[config.mk]
export PLATFORM = sky130hd
export DESIGN_NAME = streaming_top_k_select_flat
export DESIGN_NICKNAME = d
export VERILOG_FILES = /design/src/hdl/tks_pkg.sv /design/src/hdl/tks_if.sv /design/src/hdl/tks_front.sv /design/src/hdl/tks_back.sv /design/src/hdl/streaming_top_k_select.sv /design/src/flat_wrapper.sv
export VERILOG_INCLUDE_DIRS = /design/src /design/src/hdl
export SDC_FILE = /design/constraint.sdc
export NUM_CORES = 2
export LEC_CHECK = 0
export BUFFER_PORTS_ARGS = -buffer_cell sky130_fd_sc_hd__buf_2
export CAP_MARGIN = 0
export CORE_AREA = 2 2 539 407
export CTS_CLUSTER_DIAMETER = 80
export DETAILED_ROUTE_END_ITERATION = 6
export DIE_AREA = 0 0 541 409
export HOLD_SLACK_MARGIN = 0.15
export PLACE_DENSITY = 0.52
export SYNTH_ARGS = -nofsm -noshare
export SYNTH_HDL_FRONTEND = slang
export SYNTH_HIERARCHICAL = 1
export SYNTH_SLANG_ARGS = --single-unit
[constraint.sdc]
create_clock -name i_clk -period 20.7 [get_ports i_clk]
set_input_delay 0 -clock i_clk [delete_from_list [all_inputs] [get_ports i_clk]]
set_output_delay 0 -clock i_clk [all_outputs]
set_load 0.01 [all_outputs]
[src/hdl/streaming_top_k_select_assert.svh]
// Assertion macros for the top-k selector modules.
// Depends on nothing; included by modules that assert.
`ifndef STREAMING_TOP_K_SELECT_ASSERT_SVH
`define STREAMING_TOP_K_SELECT_ASSERT_SVH

// Implication checked every clock outside reset.
`define TKS_ASSERT_IMP(lbl, clk, rst_n, a, c) \
    lbl: assert property (@(posedge clk) disable iff (!rst_n) (a) |-> (c)) \
        else $error("assertion failed");

// Next-cycle implication checked outside reset.
`define TKS_ASSERT_NEXT(lbl, clk, rst_n, a, c) \
    lbl: assert property (@(posedge clk) disable iff (!rst_n) (a) |=> (c)) \
        else $error("assertion failed");

`endif

[src/hdl/tks_pkg.sv]
// Package for the top-k selector: types and constants.
// Depends on nothing.
package tks_pkg;
    localparam int MAX_KEEP_DEF = 16;
    localparam int QUEUE_DEPTH = 2;
    localparam int CFG_IDX_W = 8;
    localparam logic [CFG_IDX_W-1:0] REG_SELECT_LARGEST = 8'd0;
    localparam logic [CFG_IDX_W-1:0] REG_KEEP_COUNT = 8'd1;
    localparam logic [6:0] KEEP_COUNT_RST = 7'd16;

    typedef enum logic [1:0] {
        t_ST_INSERT = 2'd0,
        t_ST_EMIT   = 2'd1
    } t_back_state;

    // Item as stamped with its position by the front part.
    typedef struct packed {
        logic signed [31:0] value;
        logic [31:0]        position;
        logic               last;
    } t_cmd;
endpackage

[src/hdl/tks_if.sv]
// Valid/ready channel interfaces for the top-k selector.
// Depends on nothing.
interface tks_in_if;
    logic              valid;
    logic              ready;
    logic signed [31:0] value;
    logic              last;
    modport source (output valid, value, last, input ready);
    modport sink   (input valid, value, last, output ready);
endinterface

interface tks_out_if;
    logic              valid;
    logic              ready;
    logic signed [31:0] kept_value;
    logic [31:0]       position;
    logic              final_res;
    modport source (output valid, kept_value, position, final_res, input ready);
    modport sink   (input valid, kept_value, position, final_res, output ready);
endinterface

interface tks_cfg_if;
    logic       valid;
    logic       ready;
    logic [7:0] index;
    logic [31:0] data;
    modport source (output valid, index, data, input ready);
    modport sink   (input valid, index, data, output ready);
endinterface

[src/hdl/tks_front.sv]
// Front part: stamps positions on items and queues them for the back part.
// Depends on tks_pkg.
module tks_front #(
    parameter int QDEPTH = tks_pkg::QUEUE_DEPTH
) (
    input  logic          i_clk,
    input  logic          i_rst_n,
    input  logic          i_valid,
    output logic          o_ready,
    input  logic signed [31:0] i_value,
    input  logic          i_last,
    output logic          o_cmd_valid,
    input  logic          i_cmd_ready,
    output tks_pkg::t_cmd o_cmd
);
    localparam int AW = (QDEPTH > 1) ? $clog2(QDEPTH) : 1;
    tks_pkg::t_cmd r_q [QDEPTH];
    logic [AW-1:0] r_wp, r_rp;
    logic [AW:0]   r_cnt;
    logic [31:0]   r_pos, n_pos;
    logic push, pop;

    assign o_ready = (r_cnt != (AW+1)'(QDEPTH));
    assign push = i_valid && o_ready;
    assign o_cmd_valid = (r_cnt != '0);
    assign pop = o_cmd_valid && i_cmd_ready;
    assign o_cmd = r_q[r_rp];

    // Advance position, saturate, restart after last
    always_comb begin
        n_pos = r_pos;
        if (push) begin
            if (i_last) n_pos = '0;
            else if (r_pos != '1) n_pos = r_pos + 32'd1;
        end
    end

    always_ff @(posedge i_clk) begin
        if (!i_rst_n) begin
            r_wp <= '0; r_rp <= '0; r_cnt <= '0; r_pos <= '0;
        end else begin
            r_pos <= n_pos;
            if (push) r_wp <= (r_wp == AW'(QDEPTH-1)) ? '0 : r_wp + AW'(1);
            if (pop)  r_rp <= (r_rp == AW'(QDEPTH-1)) ? '0 : r_rp + AW'(1);
            r_cnt <= r_cnt + (AW+1)'(push) - (AW+1)'(pop);
        end
    end

    // Hold queued items
    always_ff @(posedge i_clk) begin
        if (push) r_q[r_wp] <= '{value: i_value, position: r_pos, last: i_last};
    end
endmodule

[src/hdl/tks_back.sv]
// Back part: row of compare-and-shift cells, then drains results in rank order.
// Depends on tks_pkg and the assertion header.
`include "streaming_top_k_select_assert.svh"
module tks_back #(
    parameter int MAX_KEEP = tks_pkg::MAX_KEEP_DEF
) (
    input  logic          i_clk,
    input  logic          i_rst_n,
    input  logic          i_sel_largest,
    input  logic [6:0]    i_keep_count,
    input  logic          i_cmd_valid,
    output logic          o_cmd_ready,
    input  tks_pkg::t_cmd i_cmd,
    output logic          o_valid,
    input  logic          i_ready,
    output logic signed [31:0] o_value,
    output logic [31:0]   o_position,
    output logic          o_final
);
    localparam int KW = $clog2(MAX_KEEP + 1);
    localparam int AW = $clog2(MAX_KEEP > 1 ? MAX_KEEP : 2);
    logic signed [31:0] r_val [MAX_KEEP];
    logic [31:0]        r_pos [MAX_KEEP];
    logic [KW-1:0]      r_fill, n_fill, r_emit, r_cnt;
    logic [KW-1:0]      k;
    tks_pkg::t_back_state r_st, n_st;
    logic [MAX_KEEP-1:0] beat;
    logic [MAX_KEEP-1:0] sfx;
    logic [MAX_KEEP:0]  sfx_up;
    logic               run_ok;
    logic               ins, take, out_take;
    logic [KW-1:0]      n_eff;
    logic               r_ov;
    logic signed [31:0] r_ovv;
    logic [31:0]        r_ovp;
    logic               r_ovf;

    assign k = (i_keep_count > 7'(MAX_KEEP)) ? KW'(MAX_KEEP) : KW'(i_keep_count);
    assign o_cmd_ready = (r_st == tks_pkg::t_ST_INSERT);
    assign take = i_cmd_valid && o_cmd_ready;

    // Compare new value against every cell
    always_comb begin
        for (int j = 0; j < MAX_KEEP; j++)
            beat[j] = i_sel_largest ? (i_cmd.value > r_val[j]) : (i_cmd.value < r_val[j]);
    end

    always_comb begin
        n_eff = (r_fill > k) ? k : r_fill;
        ins = 1'b1;
        if (n_eff == k) begin
            if (k == '0) ins = 1'b0;
            else if (!beat[AW'(k - KW'(1))]) ins = 1'b0;
            else n_eff = k - KW'(1);
        end
        n_fill = ins ? n_eff + KW'(1) : n_eff;
    end

    // Mark the unbroken run of beaten cells that ends at the last kept entry
    always_comb begin
        run_ok = 1'b1;
        for (int j = MAX_KEEP - 1; j >= 0; j--) begin
            if (KW'(j) < n_eff) run_ok = run_ok & beat[j];
            sfx[j] = (KW'(j) < n_eff) && run_ok;
        end
    end

    assign sfx_up = {sfx, 1'b0};

    // Shift cells: the marked run moves one place back, the new item fills the gap
    always_ff @(posedge i_clk) begin
        if (take && ins) begin
            for (int j = 1; j < MAX_KEEP; j++) begin
                if (sfx[j-1]) begin
                    r_val[j] <= r_val[j-1];
                    r_pos[j] <= r_pos[j-1];
                end
            end
            for (int j = 0; j < MAX_KEEP; j++) begin
                if (KW'(j) <= n_eff && !sfx_up[j] && (KW'(j) == n_eff || sfx[j])) begin
                    r_val[j] <= i_cmd.value;
                    r_pos[j] <= i_cmd.position;
                end
            end
        end
    end

    // Next state
    always_comb begin
        n_st = r_st;
        case (r_st)
            tks_pkg::t_ST_INSERT:
                if (take && i_cmd.last && ((n_fill > k ? k : n_fill) != '0))
                    n_st = tks_pkg::t_ST_EMIT;
            tks_pkg::t_ST_EMIT:
                if (!r_ov || i_ready)
                    if (r_emit + KW'(1) == r_cnt) n_st = tks_pkg::t_ST_INSERT;
            default: n_st = tks_pkg::t_ST_INSERT;
        endcase
    end

    assign out_take = (r_st == tks_pkg::t_ST_EMIT) && (!r_ov || i_ready);

    always_ff @(posedge i_clk) begin
        if (!i_rst_n) begin
            r_st <= tks_pkg::t_ST_INSERT;
            r_fill <= '0; r_emit <= '0; r_cnt <= '0; r_ov <= 1'b0;
        end else begin
            r_st <= n_st;
            if (take) begin
                r_fill <= i_cmd.last ? '0 : n_fill;
                r_cnt <= (n_fill > k) ? k : n_fill;
                r_emit <= '0;
            end else if (out_take) begin
                r_emit <= r_emit + KW'(1);
            end
            if (out_take) r_ov <= 1'b1;
            else if (i_ready) r_ov <= 1'b0;
        end
    end

    // Output register
    always_ff @(posedge i_clk) begin
        if (out_take) begin
            r_ovv <= r_val[r_emit[AW-1:0]];
            r_ovp <= r_pos[r_emit[AW-1:0]];
            r_ovf <= (r_emit + KW'(1) == r_cnt);
        end
    end

    assign o_valid = r_ov;
    assign o_value = r_ovv;
    assign o_position = r_ovp;
    assign o_final = r_ovf;

    `TKS_ASSERT_IMP(a_no_take_in_emit, i_clk, i_rst_n, r_st == tks_pkg::t_ST_EMIT, !take)
    `TKS_ASSERT_IMP(a_emit_in_range, i_clk, i_rst_n, r_st == tks_pkg::t_ST_EMIT, r_emit < r_cnt)
    `TKS_ASSERT_NEXT(a_hold_stall, i_clk, i_rst_n, o_valid && !i_ready, o_valid && $stable(o_value))
endmodule

[src/hdl/streaming_top_k_select.sv]
// Top level of the streaming top-k selector: config registers, front and back.
// Depends on tks_pkg, tks_if, tks_front, tks_back.
//  channel | dir | payload
//  in_ch   | in  | value, last
//  out_ch  | out | kept_value, position, final_res
//  cfg_ch  | in  | index, data
// One item per cycle while no results drain; the compare-and-shift row updates
// all cells together for an insert. After a last item, min(k,count) results drain.
// Reset is synchronous and clears the fill level and position counter.
// A two-entry queue accepts up to two more items while results drain or stall.
module streaming_top_k_select #(
    parameter int MAX_KEEP = tks_pkg::MAX_KEEP_DEF
) (
    input  logic i_clk,
    input  logic i_rst_n,
    tks_in_if.sink    in_ch,
    tks_out_if.source out_ch,
    tks_cfg_if.sink   cfg_ch
);
    logic          r_sel;
    logic [6:0]    r_keep;
    logic          cmd_valid, cmd_ready;
    tks_pkg::t_cmd cmd;

    assign cfg_ch.ready = 1'b1;

    // Hold configuration
    always_ff @(posedge i_clk) begin
        if (!i_rst_n) begin
            r_sel <= 1'b0;
            r_keep <= tks_pkg::KEEP_COUNT_RST;
        end else if (cfg_ch.valid) begin
            if (cfg_ch.index == tks_pkg::REG_SELECT_LARGEST) r_sel <= cfg_ch.data[0];
            else if (cfg_ch.index == tks_pkg::REG_KEEP_COUNT) r_keep <= cfg_ch.data[6:0];
        end
    end

    tks_front #(.QDEPTH(tks_pkg::QUEUE_DEPTH)) u_front (
        .i_clk, .i_rst_n,
        .i_valid(in_ch.valid), .o_ready(in_ch.ready),
        .i_value(in_ch.value), .i_last(in_ch.last),
        .o_cmd_valid(cmd_valid), .i_cmd_ready(cmd_ready), .o_cmd(cmd)
    );

    tks_back #(.MAX_KEEP(MAX_KEEP)) u_back (
        .i_clk, .i_rst_n,
        .i_sel_largest(r_sel), .i_keep_count(r_keep),
        .i_cmd_valid(cmd_valid), .o_cmd_ready(cmd_ready), .i_cmd(cmd),
        .o_valid(out_ch.valid), .i_ready(out_ch.ready),
        .o_value(out_ch.kept_value), .o_position(out_ch.position),
        .o_final(out_ch.final_res)
    );
endmodule
[src/flat_wrapper.sv]
// flat-port wrapper written by rule: the top's interface ports become plain ports
module streaming_top_k_select_flat 
#(
    parameter int MAX_KEEP = tks_pkg::MAX_KEEP_DEF
)
  (i_clk, i_rst_n, in_ch_valid, in_ch_value, in_ch_last, in_ch_ready, out_ch_valid, out_ch_kept_value, out_ch_position, out_ch_final_res, out_ch_ready, cfg_ch_valid, cfg_ch_index, cfg_ch_data, cfg_ch_ready);
  tks_in_if in_ch_i ();
  tks_out_if out_ch_i ();
  tks_cfg_if cfg_ch_i ();
  input  logic i_clk;
  input  logic i_rst_n;
  input wire logic [$bits(in_ch_i.valid)-1:0] in_ch_valid;
  input wire logic [$bits(in_ch_i.value)-1:0] in_ch_value;
  input wire logic [$bits(in_ch_i.last)-1:0] in_ch_last;
  output wire logic [$bits(in_ch_i.ready)-1:0] in_ch_ready;
  output wire logic [$bits(out_ch_i.valid)-1:0] out_ch_valid;
  output wire logic [$bits(out_ch_i.kept_value)-1:0] out_ch_kept_value;
  output wire logic [$bits(out_ch_i.position)-1:0] out_ch_position;
  output wire logic [$bits(out_ch_i.final_res)-1:0] out_ch_final_res;
  input wire logic [$bits(out_ch_i.ready)-1:0] out_ch_ready;
  input wire logic [$bits(cfg_ch_i.valid)-1:0] cfg_ch_valid;
  input wire logic [$bits(cfg_ch_i.index)-1:0] cfg_ch_index;
  input wire logic [$bits(cfg_ch_i.data)-1:0] cfg_ch_data;
  output wire logic [$bits(cfg_ch_i.ready)-1:0] cfg_ch_ready;
  assign in_ch_i.valid = in_ch_valid;
  assign in_ch_i.value = in_ch_value;
  assign in_ch_i.last = in_ch_last;
  assign in_ch_ready = in_ch_i.ready;
  assign out_ch_valid = out_ch_i.valid;
  assign out_ch_kept_value = out_ch_i.kept_value;
  assign out_ch_position = out_ch_i.position;
  assign out_ch_final_res = out_ch_i.final_res;
  assign out_ch_i.ready = out_ch_ready;
  assign cfg_ch_i.valid = cfg_ch_valid;
  assign cfg_ch_i.index = cfg_ch_index;
  assign cfg_ch_i.data = cfg_ch_data;
  assign cfg_ch_ready = cfg_ch_i.ready;
  streaming_top_k_select #(.MAX_KEEP(MAX_KEEP)) u_core (.i_clk(i_clk), .i_rst_n(i_rst_n), .in_ch(in_ch_i), .out_ch(out_ch_i), .cfg_ch(cfg_ch_i));
endmodule
-- Yosys cells after proc, flatten, opt, wreduce, memory -nomap -nowiden
Memories as Yosys holds them, arrays and structs flattened. A register that Yosys moved wholly into a read port is not among the register bits.
Index checks and enable logic that the tools add are counted.
- output and inout bits: 68
- logic and storage cells: 443
- input port bits: 78
- bits in writable memories: 1154
- memories kept: 3
- flip-flop bits (word level): 63
- magnitude comparators: 68
- muxes and demuxes: 182
- reductions and logical operators: 99
- bitwise logic cells: 47
- $add $sub $neg: 8
- eq/ne operators: 24
- memories (memory ; words ; width ; rd ports ; clocked after Yosys merged registers in ; write ports ; RTL line ; RTL):
    u_core.u_back.r_pos ; 16 ; 32 ; 16 ; 1 ; 16 ; tks_back.sv:23 ; logic [31:0] r_pos [MAX_KEEP];
    u_core.u_back.r_val ; 16 ; 32 ; 17 ; 1 ; 16 ; tks_back.sv:22 ; logic signed [31:0] r_val [MAX_KEEP];
    u_core.u_front.r_q ; 2 ; 65 ; 1 ; 1 ; 1 ; tks_front.sv:17 ; tks_pkg::t_cmd r_q [QDEPTH];
- operators by type and width (operator ; count):
    $mux 32 ; 32
    $gt 32x32->1 ; 16
    $lt 32x32->1 ; 16
    $mux 1 ; 137
    $logic_and 1x1->1 ; 53
    $eq 4x5->1 const A ; 8
    $le 4x5->1 const A ; 8
    $lt 4x5->1 const A ; 8
    $mux 5 ; 8
    $add 32x1->32 const B ; 1
    $ne 32x32->1 const B ; 1
    $or 1x1->1 ; 30
    $eq 3x5->1 const A ; 4
    $le 3x5->1 const A ; 4
    $lt 3x5->1 const A ; 4
    $logic_or 1x1->1 ; 17
    $logic_not 1->1 ; 16
    $and 1x1->1 ; 15
    $add 5x1->5 const B ; 2
    $eq 2x5->1 const A ; 2
    $eq 5x5->1 ; 2
    $gt 5x5->1 ; 2
    $le 1x5->1 const A ; 2
    $le 2x5->1 const A ; 2
    other kinds (24) ; 38

-- Longest topological paths before layout
- depth in word-level cells: 48
- mapped depth: 33
- gate-level depth less buffers: 28

-- Hierarchy
Netlist, hierarchy kept.
- modules (own cells, without submodules) (module ; cells an instance ; seq. area each (um^2) ; times used ; area each (um^2)):
    tks_back ; 4959 ; 33041.7 ; 1 ; 68120.3
    tks_front ; 479 ; 4644.5 ; 1 ; 6909.1
    streaming_top_k_select ; 38 ; 160.2 ; 1 ; 361.6

-- Worst setup path after synthesis
OpenSTA, ideal clock, no wires.
- kind: reg2reg
- start point: register (tool-made name)
- end point: memory u_core.u_back.r_pos[2][0], enable pin
- stages on the path, launching flop included: 24
- data required time: 19.994 ns
- path buffers: 6
- slack: 7.643 ns
- clock period less this slack: 13.057 ns
- data arrival time: 12.351 ns
- setup time: 0.706 ns
- path through: dfxtp_1 > clkbuf_1 > clkbuf_1 > mux2_2 > clkbuf_1 > inv_1 > ha_1 > nor2b_1 > o211ai_1 > a2111oi_0 > or4b_1 > a21oi_1 > a31oi_1 > a221oi_1 > o31a_1 > and3_1 > buf_6 > nand2_4 > buf_4 > buf_2 > a21boi_0 > ha_1 > inv_1 > o311ai_0
- RTL lines (what ; RTL line):
    to (decl) ; tks_back.sv:23

==> results.yml <==
outcome:
  status: "finished clean"
floorplan:
  die_w_um: 541
  die_h_um: 409
  io_pins: 146
  dieArea_um2: 221000
  core-area_um2: 216000
  initial_core_util_pct: 34.9
  rows: 148
global_routing:
  overflow: 0
  grt_max_degree: 97
  grt_pass1_wl_mm: 365
  grt_usage_pct: 22.8
  grt_pass1_vias: 49100
  antenna_found_initial: 6
cts:
  cts.hold.buffers_added: 102
  cts_buffer_depth: 4
  htree_levels: 4
  cts-root-buf: "clkbuf_16"
  cts_setup_buffers: 0
  cts-resized-gates: 0
  cts.sinks: 1281
  cts_tree: "yes"
  clk_pin_slew_ns: 0.06
  cts_buffers: 158
  clkLatencyLatePin_ns: 0.84
sta:
  fin_crit_ns: 10.39
  final-setup-viol-count: 0
  fin_setup_tns_ns: 0
  hold_violations: 0
  fin_crit_sh_pct: 50.2
  slew_violations: 0
  clock_skew_ns: 0.0498
  tightest_slew_ns: 1.38
  rsz0062_at_grt: "no"
  fmax_ghz: 0.0963
  slew_headroom_pct: 7.76
setup_path:
  worst-path-stages: 17
  max_stage_delay_ns: 1.20
  cp_num_buf_inv: 3
  required_ns: 21.11
  start_kind: "register"
  cp_slowest_cell: "nor4_2"
  crit_path_max_fanout: 36
  arrival_ns: 10.80
  worst_path_most_repeated_cell: "buf_4"
  critPathKind: "reg -> reg"
  reg2reg_slack_ns: 10.31
  endpoint_kind: "register"
  path_cells: "mux2_2 -> buf_4 -> ha_1 -> nand4_1 -> nor4_2 -> o41ai_2 -> a2bb2oi_1 -> mux2i_1 -> nor2_1 -> o31a_1 -> nand3_1 -> nor2_1 -> buf_4 -> a21oi_1 -> nand3_4 -> nand3_4 -> buf_4"
  cp_top_family: "simple AND/OR/NAND/NOR gates"
  rr_worst_depth: 17
routing:
  ant_nets: 0
  avgViaCountPerCell: 5.84
  vias: 50500
  wl_per_cell_um: 29.8
  firstDrtPassIters: 6
  wl_mm: 258
  drt-initial-drc-count: 5874
  drcViolationCount: 0
power:
  fin_total_pwr_mw: 8.98
  power_leakage_nw: 31.2
  vdd.ir_drop.worst_v: 0.0000884
  p_per_area_nw_per_um2: 105
layout:
  syn_to_final_growth_pct: 13.1
  fill_cells: 20300
  register_area_um2: 37900
  utilization_pct: 39.5
  drive_gt1_share_pct: 32.0
  finalNetCount: 6287
  multi_input_area_um2: 34500
synthesis:
  ys_seq_elements: 1281
  synth_top_cell_by_area: "edfxtp_1"
  seq_area_frac_synth_pct: 50.2
  ys_top_cells_by_area: "edfxtp_1 49%, mux2_2 14%, mux4_2 9.6%"
  synth_common_cells: "1219 x edfxtp_1, 958 x mux2_2, 546 x inv_1"
  ys.flop_type: "edfxtp_1"
  synth-edff-count: 1219
  synth_area_per_cell_um2: 13.8
  synth-warning-count: 6
  async_flop_share_pct: 0
  syn_area_um2: 75400
  synth_top_area_share_pct: 48.6
  synthesis.nets: 6085
  yosysUniqueCellTypes: 94
  synthMostInstantiatedCell: "edfxtp_1"
  synthCells: 5476
placed_design:
  dp_hpwl_mm: 163
  portBuffers: 119
  place_congestion: 0.921
hold_path:
  hold_class: "in -> reg"
  hp-start: "cfg_ch_index[7]"
  whs_path_depth: 5
flow_run:
  maxCapViolCount: 0
-- through the flow --
step	worst slack [ns]	area, um^2	hold slack [ns]	cells
2_1_floorplan	7.64	75400	0.0989	5476
3_3_place_gp	10.67	79400	0.189	8266
3_5_place_dp	10.64	79400	0.191	8266
4_1_cts	10.56	85200	0.185	8641
5_1_grt	10.13	85200	0.278	8641
6_report	10.31	85200	0.261	8643
-- sequential cells by signal, summed over array words and instances, names as in the netlist, 2 cells and up, named ones only --
register and count:
u_core/u_back/r_fill 5, u_core/u_back/o_value 32, u_core/r_keep 7, u_core/u_front/r_cnt 2, u_core/u_back/r_val 512, u_core/u_back/r_pos 512, u_core/u_back/r_emit 5, u_core/u_back/o_position 32
u_core/u_front/r_q 130, u_core/u_front/r_pos 32, u_core/u_back/r_cnt 5
-- cells by family after synthesis --
family	count (synthesis)	share of synthesized area, %
other cells	1	0.00497
buf+inv	841	4.45
flops	1281	50.2
xor+xnor	31	0.360
fa+ha+maj	531	8.81
mux	1364	25.3
compound gates	659	5.62
simple gates	768	5.22
-- per-layer routing --
| metal | track usage [%] | vias to the layer above | share of wire (%) |
|---|---|---|---|
| met5 | 0 | - | 0 |
| met4 | 4.96 | 0 | 2.2 |
| met3 | 4.76 | 316 | 8.8 |
| met2 | 33.3 | 2185 | 42 |
| met1 | 34.4 | 26400 | 47 |
| li1 | - | 21600 | - |
-- tightest hold or removal path, delay by kind of cell --
family                 cells  cell delay (ns)
multiplexers               1             0.12
buffers and inverters      2             0.62
AND/OR/NAND/NOR            2             0.30
-- area by class of cell --
type / instances / area share, %
timing repair buffer: 336 / 2.92
antenna: 2 / 0.00587
multi-input combinational: 3354 / 40.4
tap: 2850 / 4.18
clock inverter: 68 / 0.731
inverter: 547 / 2.41
sequential: 1281 / 44.4
clock buffer: 205 / 4.90
-- final timing paths --
path,end
worst max-delay path,u_core/u_back/r_val[4][20]
worst min-delay path,u_core/r_keep[4]
worst max register to register,u_core/u_back/r_val[4][20]
worst min register to register,u_core/u_back/r_cnt[4]
-- power by group --
part | internal, mW | leakage, nW | switching [mW]
Combinational | 1.20 | 17.3 | 1.77
Sequential | 3.20 | 11.6 | 0.113
Clock | 1.54 | 2.34 | 1.15
-- cells in the final DEF, fill, tap and decap left out, drive strengths merged, types with 55 or more instances in the layout --
| cell | n |
|---|---|
| buf | 234 |
| nor3 | 55 |
| nand3 | 84 |
| dfxtp | 62 |
| dlygate4sd3 | 102 |
| inv | 554 |
| edfxtp | 1219 |
| mux2 | 1012 |
| nand4 | 114 |
| clkbuf | 205 |
| mux4 | 320 |
| o21ai | 134 |
| ha | 531 |
| a21oi | 232 |
| nand2 | 241 |
| nor2 | 108 |
| a21o | 65 |
(Power assumes the default switching activity.)
